### config.mk
export PLATFORM = sky130hd
export DESIGN_NAME = sorted_min_priority_queue_top_flat
export DESIGN_NICKNAME = d
export VERILOG_FILES = /design/src/rtl/spq_pkg.sv /design/src/rtl/spq_req_if.sv /design/src/rtl/spq_rsp_if.sv /design/src/rtl/spq_mem.sv /design/src/rtl/sorted_min_priority_queue_top.sv /design/src/flat_wrapper.sv
export SDC_FILE = /design/constraint.sdc
export NUM_CORES = 1
export LEC_CHECK = 0
export BUFFER_PORTS_ARGS = -buffer_cell sky130_fd_sc_hd__buf_2
export CELL_PAD_IN_SITES_DETAIL_PLACEMENT = 1
export CELL_PAD_IN_SITES_GLOBAL_PLACEMENT = 2
export CORE_ASPECT_RATIO = 0.6
export CORE_MARGIN = 2
export CORE_UTILIZATION = 29
export CTS_CLUSTER_SIZE = 40
export DETAILED_ROUTE_END_ITERATION = 6
export GPL_ROUTABILITY_DRIVEN = 0
export PLACE_DENSITY = 0.61
export SLEW_MARGIN = 20
export SYNTH_ARGS = -nofsm -noshare
export SYNTH_HDL_FRONTEND = slang
export SYNTH_HIERARCHICAL = 1
export SYNTH_SLANG_ARGS = --single-unit
### constraint.sdc
create_clock -name i_clk -period 6 [get_ports i_clk]
set_input_delay 0 -clock i_clk [delete_from_list [all_inputs] [get_ports i_clk]]
set_output_delay 0 -clock i_clk [all_outputs]
set_load 0.02 [all_outputs]
### src/rtl/spq_pkg.sv
package spq_pkg;

    typedef logic       t_func;
    typedef logic [1:0] t_status;

    localparam t_func FN_ENQ = 1'b0;
    localparam t_func FN_DEQ = 1'b1;

    localparam t_status ST_OK    = 2'd0;
    localparam t_status ST_FULL  = 2'd1;
    localparam t_status ST_EMPTY = 2'd2;

endpackage

### src/rtl/spq_req_if.sv
interface spq_req_if
    import spq_pkg::*;
#(
    parameter int TAG_BITS  = 16,
    parameter int PRIO_BITS = 16
);
    logic                 valid;
    logic                 ready;
    t_func                func;
    logic [TAG_BITS-1:0]  item_tag;
    logic [PRIO_BITS-1:0] item_priority;

    modport source (output valid, output func, output item_tag, output item_priority,
                    input ready);
    modport sink   (input valid, input func, input item_tag, input item_priority,
                    output ready);
endinterface

### src/rtl/spq_rsp_if.sv
interface spq_rsp_if
    import spq_pkg::*;
#(
    parameter int TAG_BITS  = 16,
    parameter int PRIO_BITS = 16,
    parameter int CNT_BITS  = 5
);
    logic                 valid;
    logic                 ready;
    t_status              status;
    logic [TAG_BITS-1:0]  removed_tag;
    logic [PRIO_BITS-1:0] removed_priority;
    logic [TAG_BITS-1:0]  head_tag;
    logic [PRIO_BITS-1:0] head_priority;
    logic [CNT_BITS-1:0]  entry_count;

    modport source (output valid, output status, output removed_tag,
                    output removed_priority, output head_tag, output head_priority,
                    output entry_count, input ready);
    modport sink   (input valid, input status, input removed_tag,
                    input removed_priority, input head_tag, input head_priority,
                    input entry_count, output ready);
endinterface

### src/rtl/spq_mem.sv
module spq_mem #(
    parameter int DEPTH = 16,
    parameter int WIDTH = 32,
    localparam int AW   = $clog2(DEPTH)
) (
    input  logic             i_clk,
    input  logic             i_we,
    input  logic [AW-1:0]    i_waddr,
    input  logic [WIDTH-1:0] i_wdata,
    input  logic [AW-1:0]    i_raddr,
    output logic [WIDTH-1:0] o_rdata
);

    logic [WIDTH-1:0] r_mem [DEPTH];
    logic [WIDTH-1:0] r_rdata;

    always_ff @(posedge i_clk) begin
        if (i_we) begin
            r_mem[i_waddr] <= i_wdata;
        end
    end

    always_ff @(posedge i_clk) begin
        r_rdata <= r_mem[i_raddr];
    end

    assign o_rdata = r_rdata;

endmodule

### src/rtl/sorted_min_priority_queue_top.sv
// Sorted min-priority queue of DEPTH entries held in a single-port-write,
// single-port-read memory, with the entries kept in priority order.
// Requests arrive on i_req: func selects enqueue or dequeue of the head, and an
// enqueue carries a tag and a priority. Each request yields exactly one
// transaction on o_rsp with a status, the removed entry on a dequeue, and the
// head and entry count after the operation.
// The block takes one request at a time. An enqueue walks from the tail towards
// the head, one stored entry per cycle through the one priority comparator,
// moving each larger entry up a slot. A dequeue moves every remaining entry
// down a slot, one per cycle. Full and empty errors go straight to the
// response without touching the memory.
// The response is held in an output register, so a stalled receiver holds the
// last transaction while the next request is worked on; the block then waits
// with that result until o_rsp is free, and i_req.ready stays low meanwhile.
// Reset empties the queue and drops any pending response; no clearing pass is
// needed, as only slots below the count are ever read.
module sorted_min_priority_queue_top
    import spq_pkg::*;
#(
    parameter int DEPTH     = 16,
    parameter int PRIO_BITS = 16,
    parameter int TAG_BITS  = 16
) (
    input  logic       i_clk,
    input  logic       i_rst_n,
    spq_req_if.sink    i_req,
    spq_rsp_if.source  o_rsp
);

    localparam int AW = $clog2(DEPTH);
    localparam int CW = $clog2(DEPTH + 1);
    localparam int DW = TAG_BITS + PRIO_BITS;

    localparam logic [2:0] S_IDLE  = 3'd0;
    localparam logic [2:0] S_CMP   = 3'd1;
    localparam logic [2:0] S_INS   = 3'd2;
    localparam logic [2:0] S_SHIFT = 3'd3;
    localparam logic [2:0] S_DONE  = 3'd4;

    logic [2:0]           r_state,    n_state;
    logic [TAG_BITS-1:0]  r_tag,      n_tag;
    logic [PRIO_BITS-1:0] r_prio,     n_prio;
    logic [AW-1:0]        r_idx,      n_idx;
    logic [CW-1:0]        r_count,    n_count;
    logic [TAG_BITS-1:0]  r_head_tag, n_head_tag;
    logic [PRIO_BITS-1:0] r_head_prio, n_head_prio;
    t_status              r_status,   n_status;
    logic [TAG_BITS-1:0]  r_rem_tag,  n_rem_tag;
    logic [PRIO_BITS-1:0] r_rem_prio, n_rem_prio;
    logic                 r_out_valid, n_out_valid;
    logic                 w_load;

    t_status              r_o_status;
    logic [TAG_BITS-1:0]  r_o_rem_tag;
    logic [PRIO_BITS-1:0] r_o_rem_prio;
    logic [TAG_BITS-1:0]  r_o_head_tag;
    logic [PRIO_BITS-1:0] r_o_head_prio;
    logic [CW-1:0]        r_o_count;

    logic                 w_we;
    logic [AW-1:0]        w_waddr;
    logic [DW-1:0]        w_wdata;
    logic [AW-1:0]        w_raddr;
    logic [DW-1:0]        w_rdata;
    logic [TAG_BITS-1:0]  w_rd_tag;
    logic [PRIO_BITS-1:0] w_rd_prio;
    logic                 w_move;
    logic [CW-1:0]        w_last;

    spq_mem #(
        .DEPTH (DEPTH),
        .WIDTH (DW)
    ) u_mem (
        .i_clk   (i_clk),
        .i_we    (w_we),
        .i_waddr (w_waddr),
        .i_wdata (w_wdata),
        .i_raddr (w_raddr),
        .o_rdata (w_rdata)
    );

    assign w_rd_tag  = w_rdata[DW-1:PRIO_BITS];
    assign w_rd_prio = w_rdata[PRIO_BITS-1:0];
    assign w_move    = w_rd_prio > r_prio;
    assign w_last    = r_count - CW'(1);
    assign w_load    = (r_state == S_DONE) && (!r_out_valid || o_rsp.ready);

    always_comb begin
        n_state     = r_state;
        n_tag       = r_tag;
        n_prio      = r_prio;
        n_idx       = r_idx;
        n_count     = r_count;
        n_head_tag  = r_head_tag;
        n_head_prio = r_head_prio;
        n_status    = r_status;
        n_rem_tag   = r_rem_tag;
        n_rem_prio  = r_rem_prio;
        n_out_valid = r_out_valid && !o_rsp.ready;
        w_we        = 1'b0;
        w_waddr     = r_idx;
        w_wdata     = {r_tag, r_prio};
        w_raddr     = '0;

        unique case (r_state)
            S_IDLE: begin
                if (i_req.valid) begin
                    n_tag      = i_req.item_tag;
                    n_prio     = i_req.item_priority;
                    n_status   = ST_OK;
                    n_rem_tag  = '0;
                    n_rem_prio = '0;
                    if (i_req.func == FN_ENQ) begin
                        if (r_count == CW'(DEPTH)) begin
                            n_status = ST_FULL;
                            n_state  = S_DONE;
                        end else if (r_count == '0) begin
                            n_idx   = '0;
                            n_state = S_INS;
                        end else begin
                            n_idx   = r_count[AW-1:0];
                            w_raddr = r_count[AW-1:0] - AW'(1);
                            n_state = S_CMP;
                        end
                    end else begin
                        if (r_count == '0) begin
                            n_status = ST_EMPTY;
                            n_state  = S_DONE;
                        end else begin
                            n_rem_tag  = r_head_tag;
                            n_rem_prio = r_head_prio;
                            if (r_count == CW'(1)) begin
                                n_head_tag  = '0;
                                n_head_prio = '0;
                                n_count     = '0;
                                n_state     = S_DONE;
                            end else begin
                                n_idx   = AW'(1);
                                w_raddr = AW'(1);
                                n_state = S_SHIFT;
                            end
                        end
                    end
                end
            end
            S_CMP: begin
                if (w_move) begin
                    w_we    = 1'b1;
                    w_wdata = w_rdata;
                    if (r_idx == AW'(1)) begin
                        n_idx   = '0;
                        n_state = S_INS;
                    end else begin
                        w_raddr = r_idx - AW'(2);
                        n_idx   = r_idx - AW'(1);
                    end
                end else begin
                    n_state = S_INS;
                end
            end
            S_INS: begin
                w_we    = 1'b1;
                n_count = r_count + CW'(1);
                if (r_idx == '0) begin
                    n_head_tag  = r_tag;
                    n_head_prio = r_prio;
                end
                n_state = S_DONE;
            end
            S_SHIFT: begin
                w_we    = 1'b1;
                w_waddr = r_idx - AW'(1);
                w_wdata = w_rdata;
                if (r_idx == AW'(1)) begin
                    n_head_tag  = w_rd_tag;
                    n_head_prio = w_rd_prio;
                end
                if (CW'(r_idx) == w_last) begin
                    n_count = w_last;
                    n_state = S_DONE;
                end else begin
                    n_idx   = r_idx + AW'(1);
                    w_raddr = r_idx + AW'(1);
                end
            end
            S_DONE: begin
                if (w_load) begin
                    n_out_valid = 1'b1;
                    n_state     = S_IDLE;
                end
            end
            default: begin
                n_state = S_IDLE;
            end
        endcase
    end

    always_ff @(posedge i_clk) begin
        if (!i_rst_n) begin
            r_state     <= S_IDLE;
            r_count     <= '0;
            r_head_tag  <= '0;
            r_head_prio <= '0;
            r_out_valid <= 1'b0;
        end else begin
            r_state     <= n_state;
            r_count     <= n_count;
            r_head_tag  <= n_head_tag;
            r_head_prio <= n_head_prio;
            r_out_valid <= n_out_valid;
        end
    end

    always_ff @(posedge i_clk) begin
        r_tag      <= n_tag;
        r_prio     <= n_prio;
        r_idx      <= n_idx;
        r_status   <= n_status;
        r_rem_tag  <= n_rem_tag;
        r_rem_prio <= n_rem_prio;
        if (w_load) begin
            r_o_status    <= r_status;
            r_o_rem_tag   <= r_rem_tag;
            r_o_rem_prio  <= r_rem_prio;
            r_o_head_tag  <= r_head_tag;
            r_o_head_prio <= r_head_prio;
            r_o_count     <= r_count;
        end
    end

    assign i_req.ready            = (r_state == S_IDLE);
    assign o_rsp.valid            = r_out_valid;
    assign o_rsp.status           = r_o_status;
    assign o_rsp.removed_tag      = r_o_rem_tag;
    assign o_rsp.removed_priority = r_o_rem_prio;
    assign o_rsp.head_tag         = r_o_head_tag;
    assign o_rsp.head_priority    = r_o_head_prio;
    assign o_rsp.entry_count      = r_o_count;

    a_count_bound: assert property (@(posedge i_clk) disable iff (!i_rst_n)
        r_count <= CW'(DEPTH))
        else $error("entry count exceeds the queue depth");

    a_full_status: assert property (@(posedge i_clk) disable iff (!i_rst_n)
        (o_rsp.valid && o_rsp.status == ST_FULL) |-> (o_rsp.entry_count == CW'(DEPTH)))
        else $error("full status reported while the queue has room");

    a_empty_status: assert property (@(posedge i_clk) disable iff (!i_rst_n)
        (o_rsp.valid && o_rsp.status == ST_EMPTY) |->
            (o_rsp.entry_count == '0 && o_rsp.removed_tag == '0 &&
             o_rsp.removed_priority == '0))
        else $error("empty status reported with entries or a removed entry");

    a_empty_head: assert property (@(posedge i_clk) disable iff (!i_rst_n)
        (r_count == '0) |-> (r_head_tag == '0 && r_head_prio == '0))
        else $error("head registers not cleared while the queue is empty");

endmodule

### src/flat_wrapper.sv
// flat-port wrapper written by rule: the top's interface ports become plain ports
module sorted_min_priority_queue_top_flat import spq_pkg::*;
#(
    parameter int DEPTH     = 16,
    parameter int PRIO_BITS = 16,
    parameter int TAG_BITS  = 16
)
  (i_clk, i_rst_n, i_req_valid, i_req_func, i_req_item_tag, i_req_item_priority, i_req_ready, o_rsp_valid, o_rsp_status, o_rsp_removed_tag, o_rsp_removed_priority, o_rsp_head_tag, o_rsp_head_priority, o_rsp_entry_count, o_rsp_ready);
  spq_req_if #(.TAG_BITS(TAG_BITS), .PRIO_BITS(PRIO_BITS)) i_req_i ();
  spq_rsp_if #(.TAG_BITS(TAG_BITS), .PRIO_BITS(PRIO_BITS), .CNT_BITS((5))) o_rsp_i ();
  input  logic i_clk;
  input  logic i_rst_n;
  input wire logic [$bits(i_req_i.valid)-1:0] i_req_valid;
  input wire logic [$bits(i_req_i.func)-1:0] i_req_func;
  input wire logic [$bits(i_req_i.item_tag)-1:0] i_req_item_tag;
  input wire logic [$bits(i_req_i.item_priority)-1:0] i_req_item_priority;
  output wire logic [$bits(i_req_i.ready)-1:0] i_req_ready;
  output wire logic [$bits(o_rsp_i.valid)-1:0] o_rsp_valid;
  output wire logic [$bits(o_rsp_i.status)-1:0] o_rsp_status;
  output wire logic [$bits(o_rsp_i.removed_tag)-1:0] o_rsp_removed_tag;
  output wire logic [$bits(o_rsp_i.removed_priority)-1:0] o_rsp_removed_priority;
  output wire logic [$bits(o_rsp_i.head_tag)-1:0] o_rsp_head_tag;
  output wire logic [$bits(o_rsp_i.head_priority)-1:0] o_rsp_head_priority;
  output wire logic [$bits(o_rsp_i.entry_count)-1:0] o_rsp_entry_count;
  input wire logic [$bits(o_rsp_i.ready)-1:0] o_rsp_ready;
  assign i_req_i.valid = i_req_valid;
  assign i_req_i.func = i_req_func;
  assign i_req_i.item_tag = i_req_item_tag;
  assign i_req_i.item_priority = i_req_item_priority;
  assign i_req_ready = i_req_i.ready;
  assign o_rsp_valid = o_rsp_i.valid;
  assign o_rsp_status = o_rsp_i.status;
  assign o_rsp_removed_tag = o_rsp_i.removed_tag;
  assign o_rsp_removed_priority = o_rsp_i.removed_priority;
  assign o_rsp_head_tag = o_rsp_i.head_tag;
  assign o_rsp_head_priority = o_rsp_i.head_priority;
  assign o_rsp_entry_count = o_rsp_i.entry_count;
  assign o_rsp_i.ready = o_rsp_ready;
  sorted_min_priority_queue_top #(.DEPTH(DEPTH), .PRIO_BITS(PRIO_BITS), .TAG_BITS(TAG_BITS)) u_core (.i_clk(i_clk), .i_rst_n(i_rst_n), .i_req(i_req_i), .o_rsp(o_rsp_i));
endmodule
# ---- Word-level counts from Yosys, hierarchy flattened
# Memory sizes are Yosys's and may differ from the RTL's. A register that Yosys moved wholly into a read port is not among the register bits.
# Index checks and enable logic that the tools add are counted.
dict set report op_classes {
  n_addsub 6
  n_lt_le_gt_ge 1
  n_eq_ne 22
  muxes 59
  bitwise 1
  reduce_logical 17
}
# cell n
set op_table {}
lappend op_table {{$mux W16} 8}
lappend op_table {{$pmux W16 S3} 2}
lappend op_table {{$mux W4} 18}
lappend op_table {{$pmux W32 S2} 1}
lappend op_table {{$mux W32} 1}
lappend op_table {{$mux W3} 9}
lappend op_table {{$mux W5} 5}
lappend op_table {{$pmux W4 S3} 2}
lappend op_table {{$gt A16 B16 Y1} 1}
lappend op_table {{$pmux W3 S5} 1}
lappend op_table {{$pmux W5 S3} 1}
lappend op_table {{$reduce_and A7 Y1} 2}
lappend op_table {{$ne A2 B1 Y1 const B} 6}
lappend op_table {{$ne A3 B3 Y1 const B} 4}
lappend op_table {{$ne A2 B2 Y1 const B} 4}
lappend op_table {{$sub A4 B1 Y4 const B} 2}
lappend op_table {{$mux W1} 7}
lappend op_table {{$eq A3 B2 Y1 const B} 2}
lappend op_table {{$mux W2} 3}
lappend op_table {{$reduce_and A6 Y1} 1}
lappend op_table {{$reduce_bool A3 Y1} 2}
lappend op_table {{$add A5 B1 Y5 const B} 1}
lappend op_table {{$eq A4 B5 Y1} 1}
lappend op_table {{$eq A5 B1 Y1 const B} 1}
lappend op_table {{other kinds (18)} 21}
dict set report totals {
  reg_bits 182
  mem_bits_rw 512
  in_bits 37
  wordCells 124
  memories 1
}
# name depth width rd rd_ports_with_merged_regs write_ports line
set mem_list {}
lappend mem_list {u_core.u_mem.r_mem 16 32 1 1 1 spq_mem.sv:14} ;# logic [WIDTH-1:0] r_mem [DEPTH];

# ---- Depth between registers and ports, before layout
# Gate-level depths: netlist of run 1.
dict set report logic_depth {
  depth_word 6
  mapped_depth 13
  ltp_nobuf 11
}

# ---- Hierarchy
# The synthesis of run 1 kept the hierarchy.
# module instances cells_each area_per_inst_um2 seq_area_each_um2
set modules_own_cells {}
lappend modules_own_cells {spq_mem 1 838 19854.0 16015.4}
lappend modules_own_cells {sorted_min_priority_queue_top 1 589 7942.6 5054.8}

# ---- Least setup slack after synthesis of run 1
# Ideal clock, no wire load.
dict set report synth_timing {
  kind {reg-to-reg}
  startpoint {register u_core.r_prio[15]}
  endpoint {memory u_core.u_mem.r_mem[0][0] (enable)}
  setup_time_ns 0.461
  arrival_time_ns 4.609
  path_slack_ns 0.930
  path_stages_with_launch 12
  path_buffers 1
  path_cell_list {edfxtp_1 > inv_1 > ha_1 > nand4_1 > nor4_2 > a21bo_1 > nand2_2 > o221ai_4 > buf_6 > nand2_1 > or3b_2 > nor3_1}
}
dict set report synth_via {
  elab_chain_cells 5
}
# element line
set synth_rtl {}
lappend synth_rtl {{start, declared} sorted_min_priority_queue_top.sv:42} ;# logic [PRIO_BITS-1:0] r_prio, n_prio;
lappend synth_rtl {{start signal, assigned} sorted_min_priority_queue_top.sv:216} ;# r_prio <= n_prio;
lappend synth_rtl {{$gt A16 B16 Y1} sorted_min_priority_queue_top.sv:84} ;# assign w_move = w_rd_prio > r_prio;
lappend synth_rtl {{$mux W1} sorted_min_priority_queue_top.sv:147} ;# if (w_move) begin
lappend synth_rtl {{$pmux W1 S2} sorted_min_priority_queue_top.sv:105} ;# unique case (r_state)
lappend synth_rtl {{named net u_core.w_we} sorted_min_priority_queue_top.sv:60} ;# logic w_we;
lappend synth_rtl {{$mux W1} spq_mem.sv:18} ;# if (i_we) begin
lappend synth_rtl {{$mux W1 (not written as such)} spq_mem.sv:19} ;# r_mem[i_waddr] <= i_wdata;
lappend synth_rtl {{end, declared} spq_mem.sv:14}
# The timed path passes the listed nets, and every way through them passes these cells.

# ---- Worst setup path in the final report of run 1
dict set report layout_timing {
  startpoint {register u_core.r_prio[15]}
  endpoint {register u_core.u_mem.r_rdata[5] (netlist: u_core/u_mem/o_rdata[5]) (read register of u_core.u_mem.r_mem)}
}
dict set report layout_via {
  elab_chain_cells 3
}
# element line
set layout_rtl {}
lappend layout_rtl {{$gt A16 B16 Y1} sorted_min_priority_queue_top.sv:84}
lappend layout_rtl {{$mux W4} sorted_min_priority_queue_top.sv:147}
lappend layout_rtl {{$pmux W4 S3} sorted_min_priority_queue_top.sv:105}
lappend layout_rtl {{named net u_core.w_raddr[0]} sorted_min_priority_queue_top.sv:63} ;# logic [AW-1:0] w_raddr;
lappend layout_rtl {{end, declared} spq_mem.sv:15} ;# logic [WIDTH-1:0] r_rdata;
# The timed path passes the listed nets, and every way through them passes these cells.
# A chain may end at the register's enable or synchronous reset.

==> qor.yml, run 1 <==
clock_power_share_pct: 32.8
cp.required_ns: 6.50
rsz0062_at_grt: "no"
route.detailed.vias_per_inst: 4.86
postSynthCellCount: 1427
numPortBuffers: 109
floorplan.io_pins: 110
core_region_area_um2: 94500
cp-startpoint: "u_core/r_prio[15]$_DFFE_PP_"
dieHeight_um: 244
cts_buffer_depth: 3
grt_max_degree: 72
drt_iter0_drc: 1125
tritoncts: "built"
grt_antenna_before_repair: 0
holdWs_ns: 0.0944
cts_inserted_buffers: 68
post-route-drc-count: 0
critical_path_arrival_ns: 4.93
crit_path_frequent_cell: "sky130_fd_sc_hd__nand4_1"
layout_commonest_cell: "sky130_fd_sc_hd__edfxtp_1"
clk_root_buffer_cell: "sky130_fd_sc_hd__clkbuf_16"
cpMaxStageDelayCell: "sky130_fd_sc_hd__mux4_2"
yosysSeqAreaShare_pct: 75.8
post-layout-total-power_mw: 13.7
ir_worst_vdd_mv: 0.248
postSynthRegisterBits: 726
power_per_standard_cell_area_nw_per_um2: 418
synth_warnings: 6
ys_dominant_reg_cell: "sky130_fd_sc_hd__edfxtp_1"
total_wire_length_after_detailed_routing_um: 70700
drv.max_cap_violation_count: 0
grt.total_usage_pct: 14.5
outcome: "completed"
hold_path_startpoint: "i_req_item_tag[4]"
insertion_delay_ns: 0.62
cts_max_level: 3
switching_share_pct: 28.0
n_antenna_cell: 0
max_transition_viols_final: 0
report.final.hold_viol_count: 0
sequential_cell_area_um2: 21100
syn_nets: 1491
setup_viol: 0
flow.area_growth_from_synthesis_pct: 17.8
power.switching_mw: 3.83
via_count: 14100
cts_setup_buffers: 0
first_global_vias: 15100
internal_power_mw: 9.85
syn_area_per_cell_um2: 19.5
highest_achievable_clock_rate_ghz: 0.225
drt_pass1_iterations: 5
fin_worst_skew_ns: 0.0200
p_leak_nw: 10.5
synth_top_cells_by_area: "sky130_fd_sc_hd__edfxtp_1 (71%), sky130_fd_sc_hd__mux4_2 (10%), sky130_fd_sc_hd__dfxtp_1 (5.3%)"
design.die.area_um2: 98400
yosysTopAreaCell: "sky130_fd_sc_hd__edfxtp_1"
fillCellCount: 9422
cts.clk_slew.worst_paths_ns: 0.07
worst_pin_slew_ns: 1.15
synth_edf_count: 653
clock_sinks: 726
route.detailed.wl_per_inst_um: 24.3
type_of_element_launching_the_critical_path: "flip-flop"
initial_core_util_pct: 29.4
cpPeakStageDelay_ns: 0.59
max-slew-margin-rel_pct: 23.3
number_of_rows_created_at_floorplan: 87
synth.distinct_cells: 57
timing_worst_setup_path_type: "flip-flop to flip-flop"
synth_top_area_share_pct: 70.5
timing.critical_path.cells: "inv_1 > ha_1 > nand4_1 > nor4_2 > a21bo_1 > nand4_1 > nand3b_1 > o211ai_1 > buf_12 > buf_4 > mux4_2 > a22oi_1 > nand2_1"
final_antenna_net_count: 0
synthArstFlopShare_pct: 0
hold_path_class: "primary input to flip-flop"
power_frac_comb_pct: 18.8
end_kind: "flip-flop"
regToRegStartpoint: "u_core/r_prio[15]$_DFFE_PP_"
multi_input_comb_area_um2: 6400
finalCritPeriodShare_pct: 73.9
synth_area_um2: 27800
tns_ns: 0
power.share.sequential_pct: 48.4
most_used_cells_in_the_layout_excluding_fill_and_tap_cells: "sky130_fd_sc_hd__edfxtp_1 (653), sky130_fd_sc_hd__mux4_2 (128), sky130_fd_sc_hd__buf_2 (109)"
crit_path_max_fanout: 33
min_period_ns: 4.43
die_w_um: 404
layout-drive-gt1-share_pct: 26.8
detailedPlacementHpwl_um: 40300
number_of_nets_in_the_layout: 1670
grt_first_pass_wirelength_um: 105000
final_global_route_overflow_total: 0
## final timing paths
check	to	slack, ns	cells past startpoint
worst min register to register	u_core/o_rsp.removed_priority[2]$_DFFE_PP_	0.42	0
worst max-delay path	u_core/u_mem/o_rdata[5]$_DFF_P_	1.57	13
worst max register to register	u_core/u_mem/o_rdata[5]$_DFF_P_	1.57	13
worst min-delay path	u_core/r_tag[4]$_DFFE_PP_	0.09	2
## registers in the layout, summed over array words and instances, names as in the netlist, 4 cells and up
signal	cells
u_core/o_rsp.head_priority	16
u_core/r_rem_prio	16
u_core/o_rsp.removed_tag	16
u_core/u_mem/o_rdata	32
u_core/u_mem/r_mem	512
u_core/r_head_tag	16
u_core/r_rem_tag	16
u_core/o_rsp.entry_count	5
u_core/r_count	5
u_core/r_tag	16
u_core/o_rsp.head_tag	16
u_core/r_prio	16
u_core/o_rsp.removed_priority	16
u_core/r_head_prio	16
u_core/r_idx	4
## critical path, delay by kind of cell (launching register included)
family                   cells  cell delay, ns
buffers and inverters        3            0.89
flip-flops                   1            0.38
adder cells (fa/ha/maj)      1            0.32
AND/OR/NAND/NOR              5            1.17
multiplexers                 1            0.59
AO/OA/AOI/OAI                3            0.94
## cell families (layout without fill, tap and decap cells)
family | Yosys count | in the layout | synth area share, %
fa+ha+maj | 27 | 27 | 1.22
xor+xnor | 17 | 17 | 0.612
compound gates | 182 | 182 | 4.78
simple gates | 210 | 210 | 3.69
mux | 162 | 162 | 12.1
flops | 726 | 726 | 75.8
buf+inv | 103 | 338 | 1.78
## per-layer routing
layer	track usage, %	vias up	wire [um]
met5	0	-	0
met4	3.22	0	1260
met3	2.59	89	3490
met2	21.9	358	31900
met1	21.6	7574	34100
li1	-	6103	-
## final cells by class
cell class / count / share of cell area [%]
clock buffers: 98 / 6.08
clock inverters: 28 / 0.940
inverters: 26 / 0.302
multi-input cells: 598 / 19.5
flip-flops and latches: 726 / 64.3
well taps: 1246 / 4.76
repair buffers: 186 / 4.03
## power groups by stage
stage | sequential, mW | combinational (mW) | clock, mW
after global routing | 6.68 | 2.82 | 4.80
final | 6.62 | 2.57 | 4.48
after global placement | 6.71 | 2.54 | 0
after CTS | 6.63 | 2.62 | 4.61
after floorplan | 6.74 | 1.67 | 0
after detailed placement | 6.74 | 2.58 | 0
## cells in the mapped netlist, types with 2 or more instances
cell / n
sky130_fd_sc_hd__nand4_1: 4
sky130_fd_sc_hd__inv_1: 25
sky130_fd_sc_hd__mux2_4: 28
sky130_fd_sc_hd__or3_1: 2
sky130_fd_sc_hd__mux4_2: 128
sky130_fd_sc_hd__buf_4: 11
sky130_fd_sc_hd__a211oi_1: 36
sky130_fd_sc_hd__nor2b_1: 6
sky130_fd_sc_hd__o21ai_0: 12
sky130_fd_sc_hd__nand2b_1: 5
sky130_fd_sc_hd__ha_1: 27
sky130_fd_sc_hd__nand3_1: 7
sky130_fd_sc_hd__buf_1: 9
sky130_fd_sc_hd__nor3_1: 9
sky130_fd_sc_hd__edfxtp_1: 653
sky130_fd_sc_hd__xor2_1: 3
sky130_fd_sc_hd__o211ai_1: 2
sky130_fd_sc_hd__buf_6: 6
sky130_fd_sc_hd__nor2_1: 66
sky130_fd_sc_hd__a221oi_1: 2
sky130_fd_sc_hd__o221ai_1: 3
sky130_fd_sc_hd__clkbuf_1: 34
sky130_fd_sc_hd__buf_2: 17
sky130_fd_sc_hd__and2_1: 35
sky130_fd_sc_hd__xnor2_1: 12
sky130_fd_sc_hd__a22oi_1: 98
sky130_fd_sc_hd__a21oi_1: 17
sky130_fd_sc_hd__dfxtp_1: 73
sky130_fd_sc_hd__mux2_2: 5
sky130_fd_sc_hd__a21boi_0: 2
sky130_fd_sc_hd__a31oi_1: 2
sky130_fd_sc_hd__nand2_1: 60
sky130_fd_sc_hd__nand3b_1: 4
## per-stage QoR
step / worst slack (ns) / cell area [um2] / utilization, % / std cells
global placement: 1.46 / 30100 / 31.8 / 2743
global route: 1.19 / 32700 / 34.7 / 2908
detailed placement: 1.42 / 30100 / 31.8 / 2743
finish: 1.57 / 32700 / 34.7 / 2908
floorplan: 0.930 / 27800 / - / 1427
CTS: 1.41 / 32700 / 34.7 / 2908
## timing repair
action | 4_1_cts | 5_1_grt
gates resized for setup | 0 | 0
hold endpoints to repair | 40 | 0
hold buffers | 39 | 0
(Power assumes the default switching activity.)
==> run 2: changes to the inputs <==
ABC_AREA = 1   (was default)
PLACE_DENSITY = 0.68   (was 0.61)
clock period = 4.5 ns   (was 6 ns; I/O delays follow)
==> run 2 against run 1 <==
Routed wire length grew 34%. Worst hold slack lost 0.0090 ns. Die area grew 11%. Via count grew 48%. Critical path depth grew 4. Clock skew is essentially flat. Setup slack lost 1.1 ns. Clock-buffer cell count grew 9. Synthesized cell count grew 100%. Global-route usage grew 3.1 points. Flip-flop and latch count is the same. Maximum frequency grew 9.2%. Critical endpoint is now u_core/u_mem/o_rdata[10]$_DFF_P_. Highest routed layer unchanged.
==> qor.yml, run 2 <==
drv.max_cap_violation_count: 0  # unchanged
power_per_standard_cell_area_nw_per_um2: 659  # +58%
drt_iter0_drc: 1507  # +34%
synthArstFlopShare_pct: 0  # unchanged
die_w_um: 425  # +5.2%
met3_wirelength_um: 4020  # +15%
sequential_cell_area_um2: 21100  # unchanged
via_count: 20900  # +48%
crit_path_frequent_cell: "sky130_fd_sc_hd__nand2_1"
timing.critical_path.cells: "ha_1 > nand2_1 > nor2_1 > nand2_1 > nand2_1 > nand2_1 > nand2_2 > nand3_1 > o211ai_1 > buf_4 > buf_12 > buf_12 > nand2_1 > nand3_1 > nand3_1 > nand3_1 > nand2_1"
layout_commonest_cell: "sky130_fd_sc_hd__nand2_1"
number_of_rows_created_at_floorplan: 92  # +5.7%
grt.total_usage_pct: 17.6  # +3.1 points
total_wire_length_after_detailed_routing_um: 94800  # +34%
clock_sinks: 726  # unchanged
outcome: "completed"
yosysTopAreaCell: "sky130_fd_sc_hd__edfxtp_1"
postSynthCellCount: 2902  # +100%
highest_achievable_clock_rate_ghz: 0.246  # +9.2%
most_used_cells_in_the_layout_excluding_fill_and_tap_cells: "sky130_fd_sc_hd__nand2_1 (797), sky130_fd_sc_hd__edfxtp_1 (653), sky130_fd_sc_hd__inv_1 (472)"
finalCritPeriodShare_pct: 90.3  # +16 points
crit_path_max_fanout: 59  # +79%
grt_max_degree: 102  # +42%
setup_viol: 0  # unchanged
critical_path_arrival_ns: 4.57  # -0.36 ns
min_period_ns: 4.06  # -0.372 ns
tns_ns: 0  # unchanged
cp.buffers_inverters: 3  # unchanged
synth_top_area_share_pct: 63.7  # -6.8 points
p_leak_nw: 14.6  # +39%
cts_setup_buffers: 0  # unchanged
tritoncts: "built"
route.detailed.vias_per_inst: 4.61  # -5.1%
drt_pass1_iterations: 5  # unchanged
number_of_nets_in_the_layout: 3138  # +88%
timing_worst_setup_path_type: "flip-flop to flip-flop"
grt_first_pass_wirelength_um: 143000  # +37%
met2WireLength_um: 39200  # +23%
synth_warnings: 6  # unchanged
ir_worst_vdd_mv: 0.413  # +66%
final_antenna_net_count: 0  # unchanged
floorplan.io_pins: 110  # unchanged
synth_top_cells_by_area: "sky130_fd_sc_hd__edfxtp_1 (64%), sky130_fd_sc_hd__nand2_1 (9.7%), sky130_fd_sc_hd__nand3_1 (6.8%)"
synth_commonest_cells: "sky130_fd_sc_hd__nand2_1 (797), sky130_fd_sc_hd__edfxtp_1 (653), sky130_fd_sc_hd__inv_1 (474)"
grt_antenna_before_repair: 0  # unchanged
rsz0062_at_grt: "no"
first_global_vias: 21500  # +42%
end_kind: "flip-flop"
ff2ff_path_depth: 17  # +4
numPortBuffers: 109  # unchanged
synth_area_um2: 30800  # +11%
cpMaxStageDelayCell: "sky130_fd_sc_hd__dfxtp_1"
postSynthRegisterBits: 726  # unchanged
post-route-drc-count: 0  # unchanged
flow.area_growth_from_synthesis_pct: 16.8
number_of_flip_flops_in_the_largest_register: 512  # unchanged
hold_path_depth: 2  # unchanged
fin_worst_skew_ns: 0.0197  # -0.000273 ns
syn_nets: 2966  # +99%
cts_resized: 0  # unchanged
post-route-util_pct: 34.2  # -0.47 points
syn_area_per_cell_um2: 10.6  # -46%
cp.required_ns: 5.01  # -1.49 ns
cts.clk_slew.worst_paths_ns: 0.07  # about the same
yosysSeqAreaShare_pct: 68.5  # -7.3 points
design.die.area_um2: 109000  # +11%
route.layer.met1.wl_um: 50200  # +47%
synth_edf_count: 653  # unchanged
cts_buffer_depth: 3  # unchanged
dieHeight_um: 256  # +5.1%
cts_stage_hold_buffer_count: 36  # -7.7%
cts_max_level: 3  # unchanged
layout-drive-gt1-share_pct: 10.9  # -16 points
detailedPlacementHpwl_um: 57300  # +42%
initial_core_util_pct: 29.3  # -0.14 points
max_transition_viols_final: 0  # unchanged
critical_path.top_delay_family: "simple AND/OR/NAND/NOR gates"
maxUsedRoutingLayer: "met4"
ys_dominant_reg_cell: "sky130_fd_sc_hd__edfxtp_1"
n_antenna_cell: 0  # unchanged
synth.distinct_cells: 40  # -30%
fillCellCount: 11700  # +24%
final_global_route_overflow_total: 0  # unchanged
type_of_element_launching_the_critical_path: "flip-flop"
hold_path_class: "primary input to flip-flop"
insertion_delay_ns: 0.64  # +0.02 ns
multi_input_comb_area_um2: 7160  # +12%
clk_root_buffer_cell: "sky130_fd_sc_hd__clkbuf_16"
cts_inserted_buffers: 68  # unchanged
max-slew-margin-rel_pct: 34.0  # +11 points
cpPeakStageDelay_ns: 0.42  # -0.17 ns
core_region_area_um2: 105000  # +11%
route.detailed.wl_per_inst_um: 20.9  # -14%
max_flop_register: "u_core/u_mem/r_mem"
synth.most_common_cell: "sky130_fd_sc_hd__nand2_1"
worst_pin_slew_ns: 0.990  # -0.160 ns
critical_path_depth: 17  # +4
report.final.hold_viol_count: 0  # unchanged
## run 2: cell count changes in the layout (fill, tap and decap cells not counted), sizes merged, moves of 56 or more
cell / before / now
inv: 28 / 484
nor2: 67 / 125
nand2: 61 / 805
a21oi: 17 / 73
mux4: 128 / 0
nand3: 7 / 416
a22oi: 98 / 3
## run 2: through the flow
step / hold WS, ns / cell area (um2) / power [mW] / setup WS [ns] / instances
finish: 0.0854 / 35900 / 23.7 / 0.437 / 4536
global route: 0.0649 / 35900 / 25.1 / 0.156 / 4536
CTS: 0.0429 / 35900 / 24.0 / 0.451 / 4536
detailed placement: 0.179 / 33400 / 18.0 / 0.486 / 4378
global placement: 0.177 / 33400 / 18.0 / 0.503 / 4378
floorplan: 0.0989 / 30800 / 14.7 / 0.875 / 2902
## run 2: per-layer routing
layer / up-vias / global-route usage [%]
met2: 335 / 25.1
met5: - / 0
li1: 9841 / -
met1: 10600 / 27.7
met4: 0 / 3.59
met3: 89 / 2.67
## run 2: worst reg2reg max path, cell delays in order, from the launching register on
cell	delay, ns
sky130_fd_sc_hd__dfxtp_1	0.42
sky130_fd_sc_hd__ha_1	0.39
sky130_fd_sc_hd__nand2_1	0.12
sky130_fd_sc_hd__nor2_1	0.41
sky130_fd_sc_hd__nand2_1	0.10
sky130_fd_sc_hd__nand2_1	0.16
sky130_fd_sc_hd__nand2_1	0.10
sky130_fd_sc_hd__nand2_2	0.08
sky130_fd_sc_hd__nand3_1	0.36
sky130_fd_sc_hd__o211ai_1	0.32
sky130_fd_sc_hd__buf_4	0.21
sky130_fd_sc_hd__buf_12	0.31
sky130_fd_sc_hd__buf_12	0.33
sky130_fd_sc_hd__nand2_1	0.17
sky130_fd_sc_hd__nand3_1	0.09
sky130_fd_sc_hd__nand3_1	0.09
sky130_fd_sc_hd__nand3_1	0.19
sky130_fd_sc_hd__nand2_1	0.08
## run 2: path summary, 6_finish.rpt
| kind | start | end | slack, ns |
|---|---|---|---|
| hold / removal | i_req_item_tag[1] | u_core/r_tag[1]$_DFFE_PP_ | 0.09 |
| setup / recovery | u_core/u_mem/o_rdata[7]$_DFF_P_ | u_core/u_mem/o_rdata[10]$_DFF_P_ | 0.44 |
| setup reg to reg | u_core/u_mem/o_rdata[7]$_DFF_P_ | u_core/u_mem/o_rdata[10]$_DFF_P_ | 0.44 |
| hold reg to reg | u_core/r_rem_prio[0]$_SDFFCE_PP0P_ | u_core/o_rsp.removed_priority[0]$_DFFE_PP_ | 0.42 |
## run 2: logic make-up (layout without fill, tap and decap cells)
group	count (synthesis)	count (layout)	share of synthesized area, %
simple gates	1360	1360	18.6
flops	726	726	68.5
buf+inv	619	843	8.71
compound gates	165	165	2.94
fa+ha+maj	27	27	1.10
xor+xnor	5	5	0.142
## run 2: final cells by class
type	instances	area share, %
clock inverter	15	0.411
timing repair buffer	238	5.37
multi-input combinational	1557	19.9
tap	1410	4.91
inverter	483	5.07
sequential	726	58.6
clock buffer	107	5.68
## run 2: report_power, final
part	internal, mW	switching, mW	total [mW]
registers	9.16	0.475	9.63
logic	2.18	6.01	8.20
clock network	3.29	2.57	5.86
==> run 3: changes to the inputs <==
CTS_CLUSTER_DIAMETER = 60   (was default)
RECOVER_POWER = 50   (was default)
==> run 3 against run 2 <==
Critical path depth is 2 lower. Worst hold slack worse by 0.0077 ns. Sequential power is essentially flat. The run now ends with max-capacitance violations, max-slew violations left. Maximum frequency decreased by 4.3%. Register-to-register slack worse by 0.18 ns.
==> qor.yml, run 3 (synthesized netlist as in run 2, its figures left out) <==
number_of_flip_flops_in_the_largest_register: 512  # unchanged
rsz0062_at_grt: "no"
most_used_cells_in_the_layout_excluding_fill_and_tap_cells: "sky130_fd_sc_hd__nand2_1 (803), sky130_fd_sc_hd__edfxtp_1 (653), sky130_fd_sc_hd__inv_1 (476)"
cts_max_level: 2  # -1
insertion_delay_ns: 0.64  # about the same
min_period_ns: 4.24  # +0.181 ns
route.layer.met1.wl_um: 49600  # -1.2%
grt_antenna_before_repair: 0  # unchanged
grt_max_degree: 102  # unchanged
outcome: "finished, violations left"
clock_sinks: 726  # unchanged
hold_path_class: "primary input to flip-flop"
highest_achievable_clock_rate_ghz: 0.236  # -4.3%
finalCritPeriodShare_pct: 94.3  # +4.0 points
max_transition_viols_final: 165  # +165
route.detailed.wl_per_inst_um: 20.9  # about the same
cp.buffers_inverters: 2  # -1
core_region_area_um2: 105000  # unchanged
critical_path.top_delay_family: "simple AND/OR/NAND/NOR gates"
drt_iter0_drc: 1576  # +4.6%
design.die.area_um2: 109000  # unchanged
final_antenna_net_count: 0  # unchanged
sequential_cell_area_um2: 21100  # unchanged
cts_inserted_buffers: 37  # -46%
tns_ns: 0  # unchanged
floorplan.io_pins: 110  # unchanged
crit_path_frequent_cell: "sky130_fd_sc_hd__nand2_1"
drt_pass1_iterations: 5  # unchanged
end_kind: "flip-flop"
type_of_element_launching_the_critical_path: "flip-flop"
grt_first_pass_wirelength_um: 141000  # -1.2%
number_of_rows_created_at_floorplan: 92  # unchanged
initial_core_util_pct: 29.3  # unchanged
met2WireLength_um: 39100  # -0.24%
cpPeakStageDelay_ns: 0.45  # +0.03 ns
cts_buffer_depth: 3  # unchanged
first_global_vias: 21200  # -1.4%
maxUsedRoutingLayer: "met4"
timing.critical_path.cells: "ha_1 > nand2_1 > nor2_1 > nand2_1 > nand2_1 > nand2_1 > nand2_1 > clkbuf_1 > nand2_1 > nand2_2 > nand2_1 > nand2_1 > nand3b_1 > nor2_4 > buf_12"
crit_path_max_fanout: 26  # -56%
ir_worst_vdd_mv: 0.341  # -17%
report.final.hold_viol_count: 0  # unchanged
met3_wirelength_um: 3910  # -2.9%
drv.max_cap_violation_count: 4  # +4
final_area_um2: 35000  # -2.7%
max-slew-margin-rel_pct: -26.6  # -61 points
p_leak_nw: 14.0  # -4.3%
number_of_nets_in_the_layout: 3107  # -0.99%
layout_commonest_cell: "sky130_fd_sc_hd__nand2_1"
post-layout-total-power_mw: 22.1  # -6.5%
instances_no_fill: 4483  # -1.2%
cp.required_ns: 4.79  # -0.22 ns
dp.cells: 4378  # unchanged
numPortBuffers: 109  # unchanged
total_wire_length_after_detailed_routing_um: 93700  # -1.2%
clk_root_buffer_cell: "sky130_fd_sc_hd__clkbuf_16"
fin_worst_skew_ns: 0.0393  # +0.0196 ns
detailedPlacementHpwl_um: 57300  # unchanged
cts.clk_slew.worst_paths_ns: 0.13  # +0.06 ns
setup_viol: 0  # unchanged
max_flop_register: "u_core/u_mem/r_mem"
multi_input_comb_area_um2: 7120  # -0.56%
via_count: 20800  # -0.66%
grt.total_usage_pct: 17.3  # -0.29 points
postPlaceCellArea_um2: 33400  # unchanged
post-route-drc-count: 0  # unchanged
worst_pin_slew_ns: 1.90  # +0.909 ns
fillCellCount: 11800  # +0.65%
violations: "max-capacitance violations, max-slew violations"
flow.area_growth_from_synthesis_pct: 13.6
cts_setup_buffers: 0  # unchanged
route.detailed.vias_per_inst: 4.63  # +0.51%
post_route_worst_setup_slack_ns: 0.257  # -0.181 ns
dieHeight_um: 256  # unchanged
cpMaxStageDelayCell: "sky130_fd_sc_hd__nor2_4"
die_w_um: 425  # unchanged
power_per_standard_cell_area_nw_per_um2: 633  # -3.9%
worst_case_setup_slack_after_placement_ns: 0.486  # unchanged
layout-drive-gt1-share_pct: 7.26  # -3.6 points
tritoncts: "built"
final_global_route_overflow_total: 0  # unchanged
critical_path_arrival_ns: 4.53  # -0.04 ns
timing_worst_setup_path_type: "flip-flop to flip-flop"
## run 3: cell types whose count changed in the layout (fill, tap and decap cells not counted), sizes merged
cell,before,now
clkbuf,107,140
clkinvlp,1,2
inv,484,500
buf,202,102
diode,0,1
bufinv,3,2
clkinv,10,7
## run 3: timing repair
action	in CTS	in global routing
endpoints found under the setup margin	0	0
resized for setup	0	0
hold buffers	36	0
endpoints found under the hold margin	61	0
## run 3: power by group
group / leakage (nW) / switching [mW] / internal (mW)
registers: 6.55 / 0.474 / 9.17
clock network: 0.675 / 2.57 / 1.89
logic: 6.77 / 5.98 / 2.05
## run 3: final timing paths
check	startpoint	to	slack [ns]	cells past startpoint
worst max-delay path	u_core/u_mem/o_rdata[7]$_DFF_P_	u_core/u_mem/r_mem[8][21]$_DFFE_PP_	0.26	15
worst min-delay path	i_req_item_tag[0]	u_core/r_tag[0]$_DFFE_PP_	0.08	2
worst max register to register	u_core/u_mem/o_rdata[7]$_DFF_P_	u_core/u_mem/r_mem[8][21]$_DFFE_PP_	0.26	15
worst min register to register	u_core/r_rem_prio[15]$_SDFFCE_PP0P_	u_core/o_rsp.removed_priority[15]$_DFFE_PP_	0.42	0
## run 3: per-stage QoR
step	hold slack [ns]	util [%]
final	0.0777	33.3
after global routing	0.0615	33.3
after CTS	0.0664	33.5
after detailed placement	0.179	31.8
after global placement	0.177	31.8
after floorplan	0.0989	-
## run 3: metal layers
metal,GRT usage [%],vias to the layer above
li1,-,9749
met1,27.5,10700
met2,25.1,316
met3,2.39,55
met4,2.24,0
met5,0,-
## run 3: layout make-up
type,instances,area share (%)
diodes,1,0.00716
clock buffers,40,2.80
clock inverters,28,1.23
inverters,483,5.22
multi-input cells,1557,20.4
flip-flops and latches,726,60.3
well taps,1410,5.05
repair buffers,238,5.05
